File: src/hdl/umidi_pkg.sv
// Shared types and constants for the USB-MIDI event packet parser.
`default_nettype none

package umidi_pkg;

    // Code index numbers (low nibble of the packet header)
    localparam logic [3:0] CIN_SYSEX_START = 4'h4;
    localparam logic [3:0] CIN_SYSEX_END1  = 4'h5;
    localparam logic [3:0] CIN_SYSEX_END2  = 4'h6;
    localparam logic [3:0] CIN_SYSEX_END3  = 4'h7;
    localparam logic [3:0] CIN_NOTE_OFF    = 4'h8;
    localparam logic [3:0] CIN_NOTE_ON     = 4'h9;
    localparam logic [3:0] CIN_CTRL_CHANGE = 4'hB;
    localparam logic [3:0] CIN_SINGLE_BYTE = 4'hF;

    // SysEx framing bytes
    localparam logic [7:0] SYSEX_BEGIN = 8'hF0;
    localparam logic [7:0] SYSEX_END   = 8'hF7;

    // Result event kinds
    localparam logic [2:0] KIND_NOTE_OFF    = 3'd0;
    localparam logic [2:0] KIND_NOTE_ON     = 3'd1;
    localparam logic [2:0] KIND_CTRL_CHANGE = 3'd2;
    localparam logic [2:0] KIND_REALTIME    = 3'd3;
    localparam logic [2:0] KIND_SYSEX       = 3'd4;

    // Commands from controller to datapath
    typedef struct packed {
        logic       capture;   // latch the incoming packet
        logic       clr_fill;  // SysEx start: empty the buffer
        logic       app_en;    // append step for app_slot
        logic [1:0] app_slot;  // 0 first_byte, 1 second_byte, 2 third_byte
        logic       k_clr;     // rewind the run read pointer
        logic       ld_event;  // load a channel/realtime event into the output
        logic       ld_marker; // load an empty SysEx marker into the output
        logic       ld_sysex;  // load the stored byte at the read pointer
    } t_cmd;

    // Status from datapath to controller
    typedef struct packed {
        logic is_event;    // packet gives one channel or realtime event
        logic has_append;  // packet appends at least one byte
        logic do_emit;     // packet is a valid SysEx end
        logic fill_zero;   // buffer holds nothing
        logic k_last;      // read pointer is at the last stored byte
        logic out_free;    // output register can take a result this cycle
    } t_sts;

endpackage

`default_nettype wire

File: src/hdl/umidi_ram.sv
// Generic simple dual-port RAM with registered read data.
`default_nettype none

module umidi_ram #(
    parameter int WIDTH = 8,
    parameter int DEPTH = 64
) (
    input  wire logic                     i_clk,
    input  wire logic                     i_we,
    input  wire logic [$clog2(DEPTH)-1:0] i_waddr,
    input  wire logic [WIDTH-1:0]         i_wdata,
    input  wire logic [$clog2(DEPTH)-1:0] i_raddr,
    output logic      [WIDTH-1:0]         o_rdata
);

    logic [WIDTH-1:0] r_mem [DEPTH];

    // One write and one registered read per cycle
    always_ff @(posedge i_clk) begin
        if (i_we) begin
            r_mem[i_waddr] <= i_wdata;
        end
        o_rdata <= r_mem[i_raddr];
    end

endmodule

`default_nettype wire

File: src/hdl/umidi_ctrl.sv
// Control state machine for the USB-MIDI event packet parser.
`default_nettype none

module umidi_ctrl
    import umidi_pkg::*;
(
    input  wire logic i_clk,
    input  wire logic i_rst_n,
    input  wire logic i_in_valid,
    output logic      o_in_stall,
    input  wire t_sts i_sts,
    output t_cmd      o_cmd
);

    localparam logic [2:0] S_IDLE   = 3'd0;
    localparam logic [2:0] S_DECODE = 3'd1;
    localparam logic [2:0] S_APPEND = 3'd2;
    localparam logic [2:0] S_EMIT   = 3'd3;
    localparam logic [2:0] S_MARKER = 3'd4;
    localparam logic [2:0] S_EVENT  = 3'd5;
    localparam logic [2:0] S_RD     = 3'd6;
    localparam logic [2:0] S_LOAD   = 3'd7;

    logic [2:0] r_state, n_state;
    logic [1:0] r_slot, n_slot;

    assign o_in_stall = (r_state != S_IDLE);

    // Next state and command decode
    always_comb begin
        n_state = r_state;
        n_slot  = r_slot;
        o_cmd   = '0;
        o_cmd.app_slot = r_slot;
        case (r_state)
            S_IDLE: begin
                if (i_in_valid) begin
                    o_cmd.capture = 1'b1;
                    n_state       = S_DECODE;
                end
            end
            S_DECODE: begin
                n_slot = 2'd0;
                if (i_sts.is_event) begin
                    n_state = S_EVENT;
                end else if (i_sts.has_append) begin
                    // clear only takes effect for a start packet with 0xF0
                    o_cmd.clr_fill = 1'b1;
                    n_state        = S_APPEND;
                end else if (i_sts.do_emit) begin
                    n_state = S_EMIT;
                end else begin
                    n_state = S_IDLE;
                end
            end
            S_APPEND: begin
                o_cmd.app_en = 1'b1;
                n_slot       = r_slot + 2'd1;
                if (r_slot == 2'd2) begin
                    n_state = i_sts.do_emit ? S_EMIT : S_IDLE;
                end
            end
            S_EMIT: begin
                o_cmd.k_clr = 1'b1;
                n_state     = i_sts.fill_zero ? S_MARKER : S_RD;
            end
            S_MARKER: begin
                if (i_sts.out_free) begin
                    o_cmd.ld_marker = 1'b1;
                    n_state         = S_IDLE;
                end
            end
            S_EVENT: begin
                if (i_sts.out_free) begin
                    o_cmd.ld_event = 1'b1;
                    n_state        = S_IDLE;
                end
            end
            S_RD: begin
                // read data for the pointer arrives next cycle
                n_state = S_LOAD;
            end
            S_LOAD: begin
                if (i_sts.out_free) begin
                    o_cmd.ld_sysex = 1'b1;
                    n_state        = i_sts.k_last ? S_IDLE : S_RD;
                end
            end
            default: begin
                n_state = S_IDLE;
            end
        endcase
    end

    always_ff @(posedge i_clk) begin
        if (!i_rst_n) begin
            r_state <= S_IDLE;
            r_slot  <= 2'd0;
        end else begin
            r_state <= n_state;
            r_slot  <= n_slot;
        end
    end

endmodule

`default_nettype wire

File: src/hdl/umidi_dp.sv
// Datapath: packet capture, SysEx buffer, run pointer and output register.
`default_nettype none

module umidi_dp
    import umidi_pkg::*;
#(
    parameter int SYSEX_DEPTH = 64
) (
    input  wire logic       i_clk,
    input  wire logic       i_rst_n,
    input  wire logic [7:0] i_header,
    input  wire logic [7:0] i_first_byte,
    input  wire logic [7:0] i_second_byte,
    input  wire logic [7:0] i_third_byte,
    input  wire t_cmd       i_cmd,
    output t_sts            o_sts,
    input  wire logic       i_out_stall,
    output logic            o_out_valid,
    output logic [2:0]      o_event_kind,
    output logic [3:0]      o_channel,
    output logic [7:0]      o_data_one,
    output logic [7:0]      o_data_two,
    output logic [6:0]      o_message_length,
    output logic            o_last
);

    localparam int ADDR_W = $clog2(SYSEX_DEPTH);
    localparam int FILL_W = $clog2(SYSEX_DEPTH + 1);
    localparam logic [FILL_W-1:0] FILL_MAX = FILL_W'(SYSEX_DEPTH);

    // Captured packet
    logic [3:0] r_code;
    logic [7:0] r_b1, r_b2, r_b3;

    always_ff @(posedge i_clk) begin
        if (i_cmd.capture) begin
            r_code <= i_header[3:0];
            r_b1   <= i_first_byte;
            r_b2   <= i_second_byte;
            r_b3   <= i_third_byte;
        end
    end

    // Packet decode
    logic       start_clr;
    logic       end1_ok, end2_ok, end3_ok;
    logic [3:0] app_mask;

    assign start_clr = (r_code == CIN_SYSEX_START) && (r_b1 == SYSEX_BEGIN);
    assign end1_ok   = (r_code == CIN_SYSEX_END1) && (r_b1 == SYSEX_END);
    assign end2_ok   = (r_code == CIN_SYSEX_END2) && (r_b2 == SYSEX_END);
    assign end3_ok   = (r_code == CIN_SYSEX_END3) && (r_b3 == SYSEX_END);

    always_comb begin
        app_mask = 4'b0000;
        if (r_code == CIN_SYSEX_START) begin
            app_mask = {2'b01, 1'b1, !start_clr};
        end else if (end2_ok) begin
            app_mask = 4'b0001;
        end else if (end3_ok) begin
            app_mask = 4'b0011;
        end
    end

    // SysEx fill count and append write
    logic [FILL_W-1:0] r_fill, n_fill;
    logic              buf_full;
    logic              wr_en;
    logic [7:0]        wr_byte;

    assign buf_full = (r_fill == FILL_MAX);
    assign wr_en    = i_cmd.app_en && app_mask[i_cmd.app_slot] && !buf_full;

    always_comb begin
        case (i_cmd.app_slot)
            2'd0:    wr_byte = r_b1;
            2'd1:    wr_byte = r_b2;
            default: wr_byte = r_b3;
        endcase
    end

    always_comb begin
        n_fill = r_fill;
        if (i_cmd.clr_fill && start_clr) begin
            n_fill = '0;
        end else if (wr_en) begin
            n_fill = r_fill + FILL_W'(1);
        end
    end

    // Run read pointer
    logic [ADDR_W-1:0] r_k, n_k;
    logic              k_last;

    assign k_last = ((FILL_W'(r_k) + FILL_W'(1)) == r_fill);

    always_comb begin
        n_k = r_k;
        if (i_cmd.k_clr) begin
            n_k = '0;
        end else if (i_cmd.ld_sysex) begin
            n_k = r_k + ADDR_W'(1);
        end
    end

    always_ff @(posedge i_clk) begin
        if (!i_rst_n) begin
            r_fill <= '0;
            r_k    <= '0;
        end else begin
            r_fill <= n_fill;
            r_k    <= n_k;
        end
    end

    // SysEx buffer
    logic [7:0] rd_byte;

    umidi_ram #(
        .WIDTH (8),
        .DEPTH (SYSEX_DEPTH)
    ) u_sysex_ram (
        .i_clk   (i_clk),
        .i_we    (wr_en),
        .i_waddr (r_fill[ADDR_W-1:0]),
        .i_wdata (wr_byte),
        .i_raddr (r_k),
        .o_rdata (rd_byte)
    );

    // Event payload from the captured packet
    logic [2:0] ev_kind;
    logic [3:0] ev_chan;
    logic [7:0] ev_d1, ev_d2;

    always_comb begin
        ev_kind = KIND_REALTIME;
        ev_chan = r_b1[3:0];
        ev_d1   = r_b2;
        ev_d2   = r_b3;
        case (r_code)
            CIN_NOTE_OFF:    ev_kind = KIND_NOTE_OFF;
            CIN_NOTE_ON:     ev_kind = (r_b3 == 8'd0) ? KIND_NOTE_OFF : KIND_NOTE_ON;
            CIN_CTRL_CHANGE: ev_kind = KIND_CTRL_CHANGE;
            default: begin
                ev_kind = KIND_REALTIME;
                ev_chan = 4'd0;
                ev_d1   = r_b1;
                ev_d2   = 8'd0;
            end
        endcase
    end

    // Output register
    logic r_out_valid, n_out_valid;
    logic out_free;
    logic ld_any;

    assign out_free = !r_out_valid || !i_out_stall;
    assign ld_any   = i_cmd.ld_event || i_cmd.ld_marker || i_cmd.ld_sysex;

    always_comb begin
        if (ld_any) begin
            n_out_valid = 1'b1;
        end else if (!i_out_stall) begin
            n_out_valid = 1'b0;
        end else begin
            n_out_valid = r_out_valid;
        end
    end

    always_ff @(posedge i_clk) begin
        if (!i_rst_n) begin
            r_out_valid <= 1'b0;
        end else begin
            r_out_valid <= n_out_valid;
        end
    end

    always_ff @(posedge i_clk) begin
        if (i_cmd.ld_event) begin
            o_event_kind     <= ev_kind;
            o_channel        <= ev_chan;
            o_data_one       <= ev_d1;
            o_data_two       <= ev_d2;
            o_message_length <= 7'd0;
            o_last           <= 1'b1;
        end else if (i_cmd.ld_marker) begin
            o_event_kind     <= KIND_SYSEX;
            o_channel        <= 4'd0;
            o_data_one       <= 8'd0;
            o_data_two       <= 8'd0;
            o_message_length <= 7'd0;
            o_last           <= 1'b1;
        end else if (i_cmd.ld_sysex) begin
            o_event_kind     <= KIND_SYSEX;
            o_channel        <= 4'd0;
            o_data_one       <= rd_byte;
            o_data_two       <= 8'd0;
            o_message_length <= 7'(r_fill);
            o_last           <= k_last;
        end
    end

    assign o_out_valid = r_out_valid;

    // Status to the controller
    always_comb begin
        o_sts            = '0;
        o_sts.is_event   = r_code inside {CIN_NOTE_OFF, CIN_NOTE_ON,
                                          CIN_CTRL_CHANGE, CIN_SINGLE_BYTE};
        o_sts.has_append = (app_mask != 4'b0000);
        o_sts.do_emit    = end1_ok || end2_ok || end3_ok;
        o_sts.fill_zero  = (r_fill == '0);
        o_sts.k_last     = k_last;
        o_sts.out_free   = out_free;
    end

endmodule

`default_nettype wire

File: src/hdl/usb_midi_packet_parser.sv
// USB-MIDI event packet parser: top level.
//
// Input channel: one 4-byte USB-MIDI event packet per transaction (header and
// three bytes), taken when i_in_valid is high and o_in_stall is low.
// Output channel: one result per transaction on o_out_valid / i_out_stall.
// Note, control change and single-byte packets give one result; a valid SysEx
// end gives the buffered bytes as a run (last set on the final byte), or one
// empty marker when the buffer is empty. SysEx start/continue packets only
// store bytes.
// Timing: the controller handles one packet at a time. An event packet is
// captured, decoded and then loaded into the output register once that is
// free. A SysEx start/continue packet is decoded and then written in three
// store-write slots on the single write port; a run takes each buffered byte
// through a registered RAM read and then an output load, which waits while
// the receiver stalls.
// The output register keeps a finished result while the receiver stalls; the
// parser waits only when it has a new result and that register is still full.
// Reset clears the controller, the buffer fill count, the run read pointer and the output valid.
// Buffer contents are not cleared; only written entries are ever read.
`default_nettype none

module usb_midi_packet_parser
    import umidi_pkg::*;
#(
    parameter int SYSEX_DEPTH = 64
) (
    input  wire logic       i_clk,
    input  wire logic       i_rst_n,
    input  wire logic       i_in_valid,
    output logic            o_in_stall,
    input  wire logic [7:0] i_header,
    input  wire logic [7:0] i_first_byte,
    input  wire logic [7:0] i_second_byte,
    input  wire logic [7:0] i_third_byte,
    output logic            o_out_valid,
    input  wire logic       i_out_stall,
    output logic [2:0]      o_event_kind,
    output logic [3:0]      o_channel,
    output logic [7:0]      o_data_one,
    output logic [7:0]      o_data_two,
    output logic [6:0]      o_message_length,
    output logic            o_last
);

    t_cmd cmd;
    t_sts sts;

    umidi_ctrl u_ctrl (
        .i_clk      (i_clk),
        .i_rst_n    (i_rst_n),
        .i_in_valid (i_in_valid),
        .o_in_stall (o_in_stall),
        .i_sts      (sts),
        .o_cmd      (cmd)
    );

    umidi_dp #(
        .SYSEX_DEPTH (SYSEX_DEPTH)
    ) u_dp (
        .i_clk            (i_clk),
        .i_rst_n          (i_rst_n),
        .i_header         (i_header),
        .i_first_byte     (i_first_byte),
        .i_second_byte    (i_second_byte),
        .i_third_byte     (i_third_byte),
        .i_cmd            (cmd),
        .o_sts            (sts),
        .i_out_stall      (i_out_stall),
        .o_out_valid      (o_out_valid),
        .o_event_kind     (o_event_kind),
        .o_channel        (o_channel),
        .o_data_one       (o_data_one),
        .o_data_two       (o_data_two),
        .o_message_length (o_message_length),
        .o_last           (o_last)
    );

endmodule

`default_nettype wire
File: config.mk
export PLATFORM = sky130hd
export DESIGN_NAME = usb_midi_packet_parser
export DESIGN_NICKNAME = d
export VERILOG_FILES = /design/src/hdl/umidi_pkg.sv /design/src/hdl/umidi_ram.sv /design/src/hdl/umidi_ctrl.sv /design/src/hdl/umidi_dp.sv /design/src/hdl/usb_midi_packet_parser.sv
export SDC_FILE = /design/constraint.sdc
export NUM_CORES = 1
export LEC_CHECK = 0
export ABC_AREA = 1
export BUFFER_PORTS_ARGS = -buffer_cell sky130_fd_sc_hd__clkbuf_2
export CAP_MARGIN = 10
export CORE_MARGIN = 2
export CORE_UTILIZATION = 43
export CTS_BUF_LIST = sky130_fd_sc_hd__clkbuf_4 sky130_fd_sc_hd__clkbuf_8 sky130_fd_sc_hd__clkbuf_16
export CTS_CLUSTER_SIZE = 10
export DETAILED_ROUTE_END_ITERATION = 10
export GPL_TIMING_DRIVEN = 0
export PLACE_DENSITY = 0.73
export SETUP_SLACK_MARGIN = 0.4
export SLEW_MARGIN = 10
export SYNTH_ARGS = -nofsm -noshare
export SYNTH_HDL_FRONTEND = slang
export SYNTH_SLANG_ARGS = --single-unit
File: constraint.sdc
create_clock -name i_clk -period 4.25 [get_ports i_clk]
set_input_delay 0.2125 -clock i_clk [delete_from_list [all_inputs] [get_ports i_clk]]
set_output_delay 0.2125 -clock i_clk [all_outputs]
set_load 0.005 [all_outputs]
==> metrics.csv <==
metric,value,unit
outcome,finished clean,
CTS Buf Count,70,
r2r endpoint,u_dp.u_sysex_ram.r_mem[31][0],
Worst-path clk slew,50,ps
Final ANT Viol Nets,0,
Die H,242.7,um
critical path depth,8,
Worst Path Required,4470,ps
sw frac,0.2009,
Slew headroom,0.2731,
worst-path fanout max,9,
CTS H-tree lvls,3,
RR Startpoint,u_dp.r_fill[1],
Root Driver,clkbuf_16,
"setup slack, reg-to-reg",420,ps
CP Buf/Inv Count,1,
fill count,4844,
CP max stage cell,nor2_1,
Placer Congestion,0.9552,
pin count of the biggest net entering global routing,65,
GRT Total Usage,0.2343,
Int Pwr,9.837,mW
total grt overflow,0,
"most used cell, CP",nand3_2,
final setup fails,0,
vias,17700,
Worst Setup Start Kind,register,
Detailed Route Iter0 Violations,2335,
maximum vdd drop,0.2508,mV
first-pass GRT wire length,104300,um
Pwr Density,432.2,mW/mm2
Clock Skews,27.34,ps
CP Class,reg -> reg,
CP endpoint,u_dp.u_sysex_ram.r_mem[31][0],
clk buf depth,3,
final core utilization,0.5051,
antenna violations before repair,1,
synthesized area,0.02451,mm2
Post-synth EDFFs,563,
crit end category,register,
clk sinks,598,
synthesized instance count,2094,
Synth Flop Type,edfxtp_1,
Critical path origin,u_dp.r_fill[1],
Hold Startpoint,i_in_valid,
Worst Hold Class,in -> reg,
syn_nets,2136,
final non-filler cell total,3073,
async set-reset flop share out of synthesis,0,
Multi-input gate area,0.006143,mm2
Die ar.,0.05892,mm2
Final Cycle Share,0.9018,
Cell variety after synth,44,
FF/Latch Area,0.01761,mm2
LEAKAGE,10.06,nW
drt pass-1 iters,8,
drt drc,0,
FP Rows,87,
layout cells sized above 1,0.1222,
critical-path cell list,inv_2 > ha_1 > nand3_2 > nand3b_1 > nand3_2 > nor2_8 > nand4_1 > nor2_1,
total of max-cap violations,0,
RSZ-0062 raised after global routing,true,
via/cell ratio,5.760,
P_sw,2.472,mW
combinational power share,0.029,
"FF+latch count, synth",598,
Mean Syn Cell Area,11.70,um2
vias in the first global route,17280,
Slew @ Worst Pin,1087,ps
Post-DP HPWL,47610,um
Die Wd,242.7,um
WL per Instance,22.68,um
I/O Pins,69,
Post-Place Cells,2943,
fmax,260.9,MHz
final hold viol count,0,
initial core utilization,0.4347,
core area,0.05639,mm2
Clk pwr share,0.438,
fin crit period,3832,ps
Post-CTS Setup Repair Bufs,0,
worst r2r path cells,8,
Setup WS post-layout,417.5,ps
Yosys warnings,0,
PnR Total Power,12.31,mW
Layout Nets,2331,
PortBufs,64,
final max-slew violation count,0,
WP data arrival,4050,ps
"worst slack, placed",158.3,ps
"CP delay by family, top",simple AND/OR/NAND/NOR gates,
post-synthesis sequential area ratio,0.7184,
CTS tree,done,
sequential power share,0.533,
worst skew pair latency,610,ps
Routed WL,69680,um
CP max stage delay,990,ps
synthesis-to-finish area growth,16.20,%
==> metrics by stage <==
stage	setup TNS (ps)	hold slack, ps	cell area (um2)
after global routing	0	81.16	28480
after detailed placement	0	391.7	26150
after CTS	0	35.67	28470
after global placement	-882360	389.7	25770
final	0	51.11	28480
after floorplan	0	311.4	24510
==> power groups by stage <==
stage | Sequential, mW | Clock (mW) | Combinational, mW
finish | 6.56 | 5.39 | 0.355
detailed placement | 6.68 | 0 | 0.327
CTS | 6.56 | 5.43 | 0.350
global route | 6.56 | 5.65 | 0.376
floorplan | 6.69 | 0 | 0.124
global placement | 6.72 | 0 | 0.248
==> cell families (layout without fill, tap and decap cells) <==
kind of cell,count (synthesis),in the layout,synth area share
adder cells (fa/ha/maj),6,6,0.003063
XOR/XNOR,5,5,0.001787
other,0,1,0
flip-flops,598,598,0.7184
AO/OA/AOI/OAI,455,455,0.1016
buffers and inverters,182,404,0.03288
AND/OR/NAND/NOR,848,848,0.1422
==> area by class of cell <==
class	instances	share of cell area
Antenna cell	1	0.00008787
Buffer	119	0.01981
Clock buffer	93	0.06880
Clock inverter	6	0.001977
Inverter	63	0.008479
Multi-Input combinational cell	1314	0.2157
Sequential cell	598	0.6183
Tap cell	756	0.03321
Timing Repair Buffer	123	0.03365
==> layer usage <==
metal / vias up / global-route usage / wire length (um)
met5: - / 0 / 0
met4: 0 / 0.1072 / 2958
met3: 197 / 0.04777 / 7259
met2: 1063 / 0.3719 / 32340
met1: 8598 / 0.3114 / 27130
li1: 7843 / - / -
==> what timing repair did <==
item,CTS,global route
cloned,0,0
hold endpoints to repair,34,0
hold buffers,30,0
endpoints found under the setup margin,8,24
resized for setup,1,1
==> worst register-to-register path: stages, from the launching register on <==
cell      delay [ps]
dfxtp_1          540
inv_2            210
ha_1             240
nand3_2           80
nand3b_1         160
nand3_2          140
nor2_8           200
nand4_1          880
nor2_1          1000
==> cell usage after synthesis (4+ instances only) <==
library cell,instances,area (um2)
o211ai_1,5,37.54
buf_2,39,195.2
inv_2,7,26.28
buf_4,5,37.54
nor2_1,370,1389
o21ai_1,11,55.05
dfxtp_1,35,700.7
nand3_4,6,105.1
ha_1,6,75.07
nand2_1,367,1378
buf_6,5,56.30
inv_1,50,187.7
nor3_1,7,35.03
clkinv_1,4,15.01
a21oi_1,19,95.09
nand3_1,79,395.4
buf_1,8,30.03
o22ai_1,128,800.8
nand4_1,4,25.02
o21ai_0,278,1391
nand3_2,4,40.04
xor2_1,5,43.79
clkbuf_1,59,221.5
a22oi_1,5,37.54
edfxtp_1,563,16910
==> cell usage in the layout, fill, tap and decap left out, types with 8 or more instances in the layout <==
| cell type | synthesis | final |
|---|---|---|
| edfxtp_1 | 563 | 563 |
| nor2_1 | 370 | 367 |
| nand2_1 | 367 | 364 |
| o21ai_0 | 278 | 276 |
| o22ai_1 | 128 | 128 |
| nand3_1 | 79 | 79 |
| clkbuf_16 | 0 | 72 |
| clkbuf_2 | 2 | 66 |
| clkbuf_1 | 59 | 59 |
| inv_1 | 50 | 50 |
| buf_2 | 39 | 39 |
| dfxtp_1 | 35 | 35 |
| dlygate4sd3_1 | 0 | 30 |
| buf_4 | 5 | 24 |
| clkbuf_4 | 0 | 21 |
| a21oi_1 | 19 | 19 |
| o21ai_1 | 11 | 11 |
| buf_1 | 8 | 8 |
==> state kept, by name (all words and copies together), names as in the netlist <==
name,flops
u_dp.u_sysex_ram.r_mem,512
u_dp.o_data_one,8
u_dp.o_data_two,8
u_dp.r_b1,8
u_dp.r_b2,8
u_dp.r_b3,8
u_dp.u_sysex_ram.o_rdata,8
u_dp.o_message_length,7
u_dp.r_fill,7
u_dp.r_k,6
u_dp.o_channel,4
u_dp.r_code,4
u_ctrl.r_state,3
u_dp.o_event_kind,3
u_ctrl.r_slot,2
u_dp.o_last,1
u_dp.o_out_valid,1
==> how the worst min path moves through the flow <==
stage                        endpoint  slack [ps]  cells after the start
floorplan                u_dp.r_b1[0]         310                      0
global placement       u_dp.r_code[3]         390                      1
detailed placement     u_dp.r_code[3]         390                      1
CTS                 u_ctrl.r_state[2]          40                      5
global route        u_ctrl.r_state[2]          80                      5
finish              u_ctrl.r_state[2]          50                      5
Note: power is estimated with default switching activity, not from simulation.
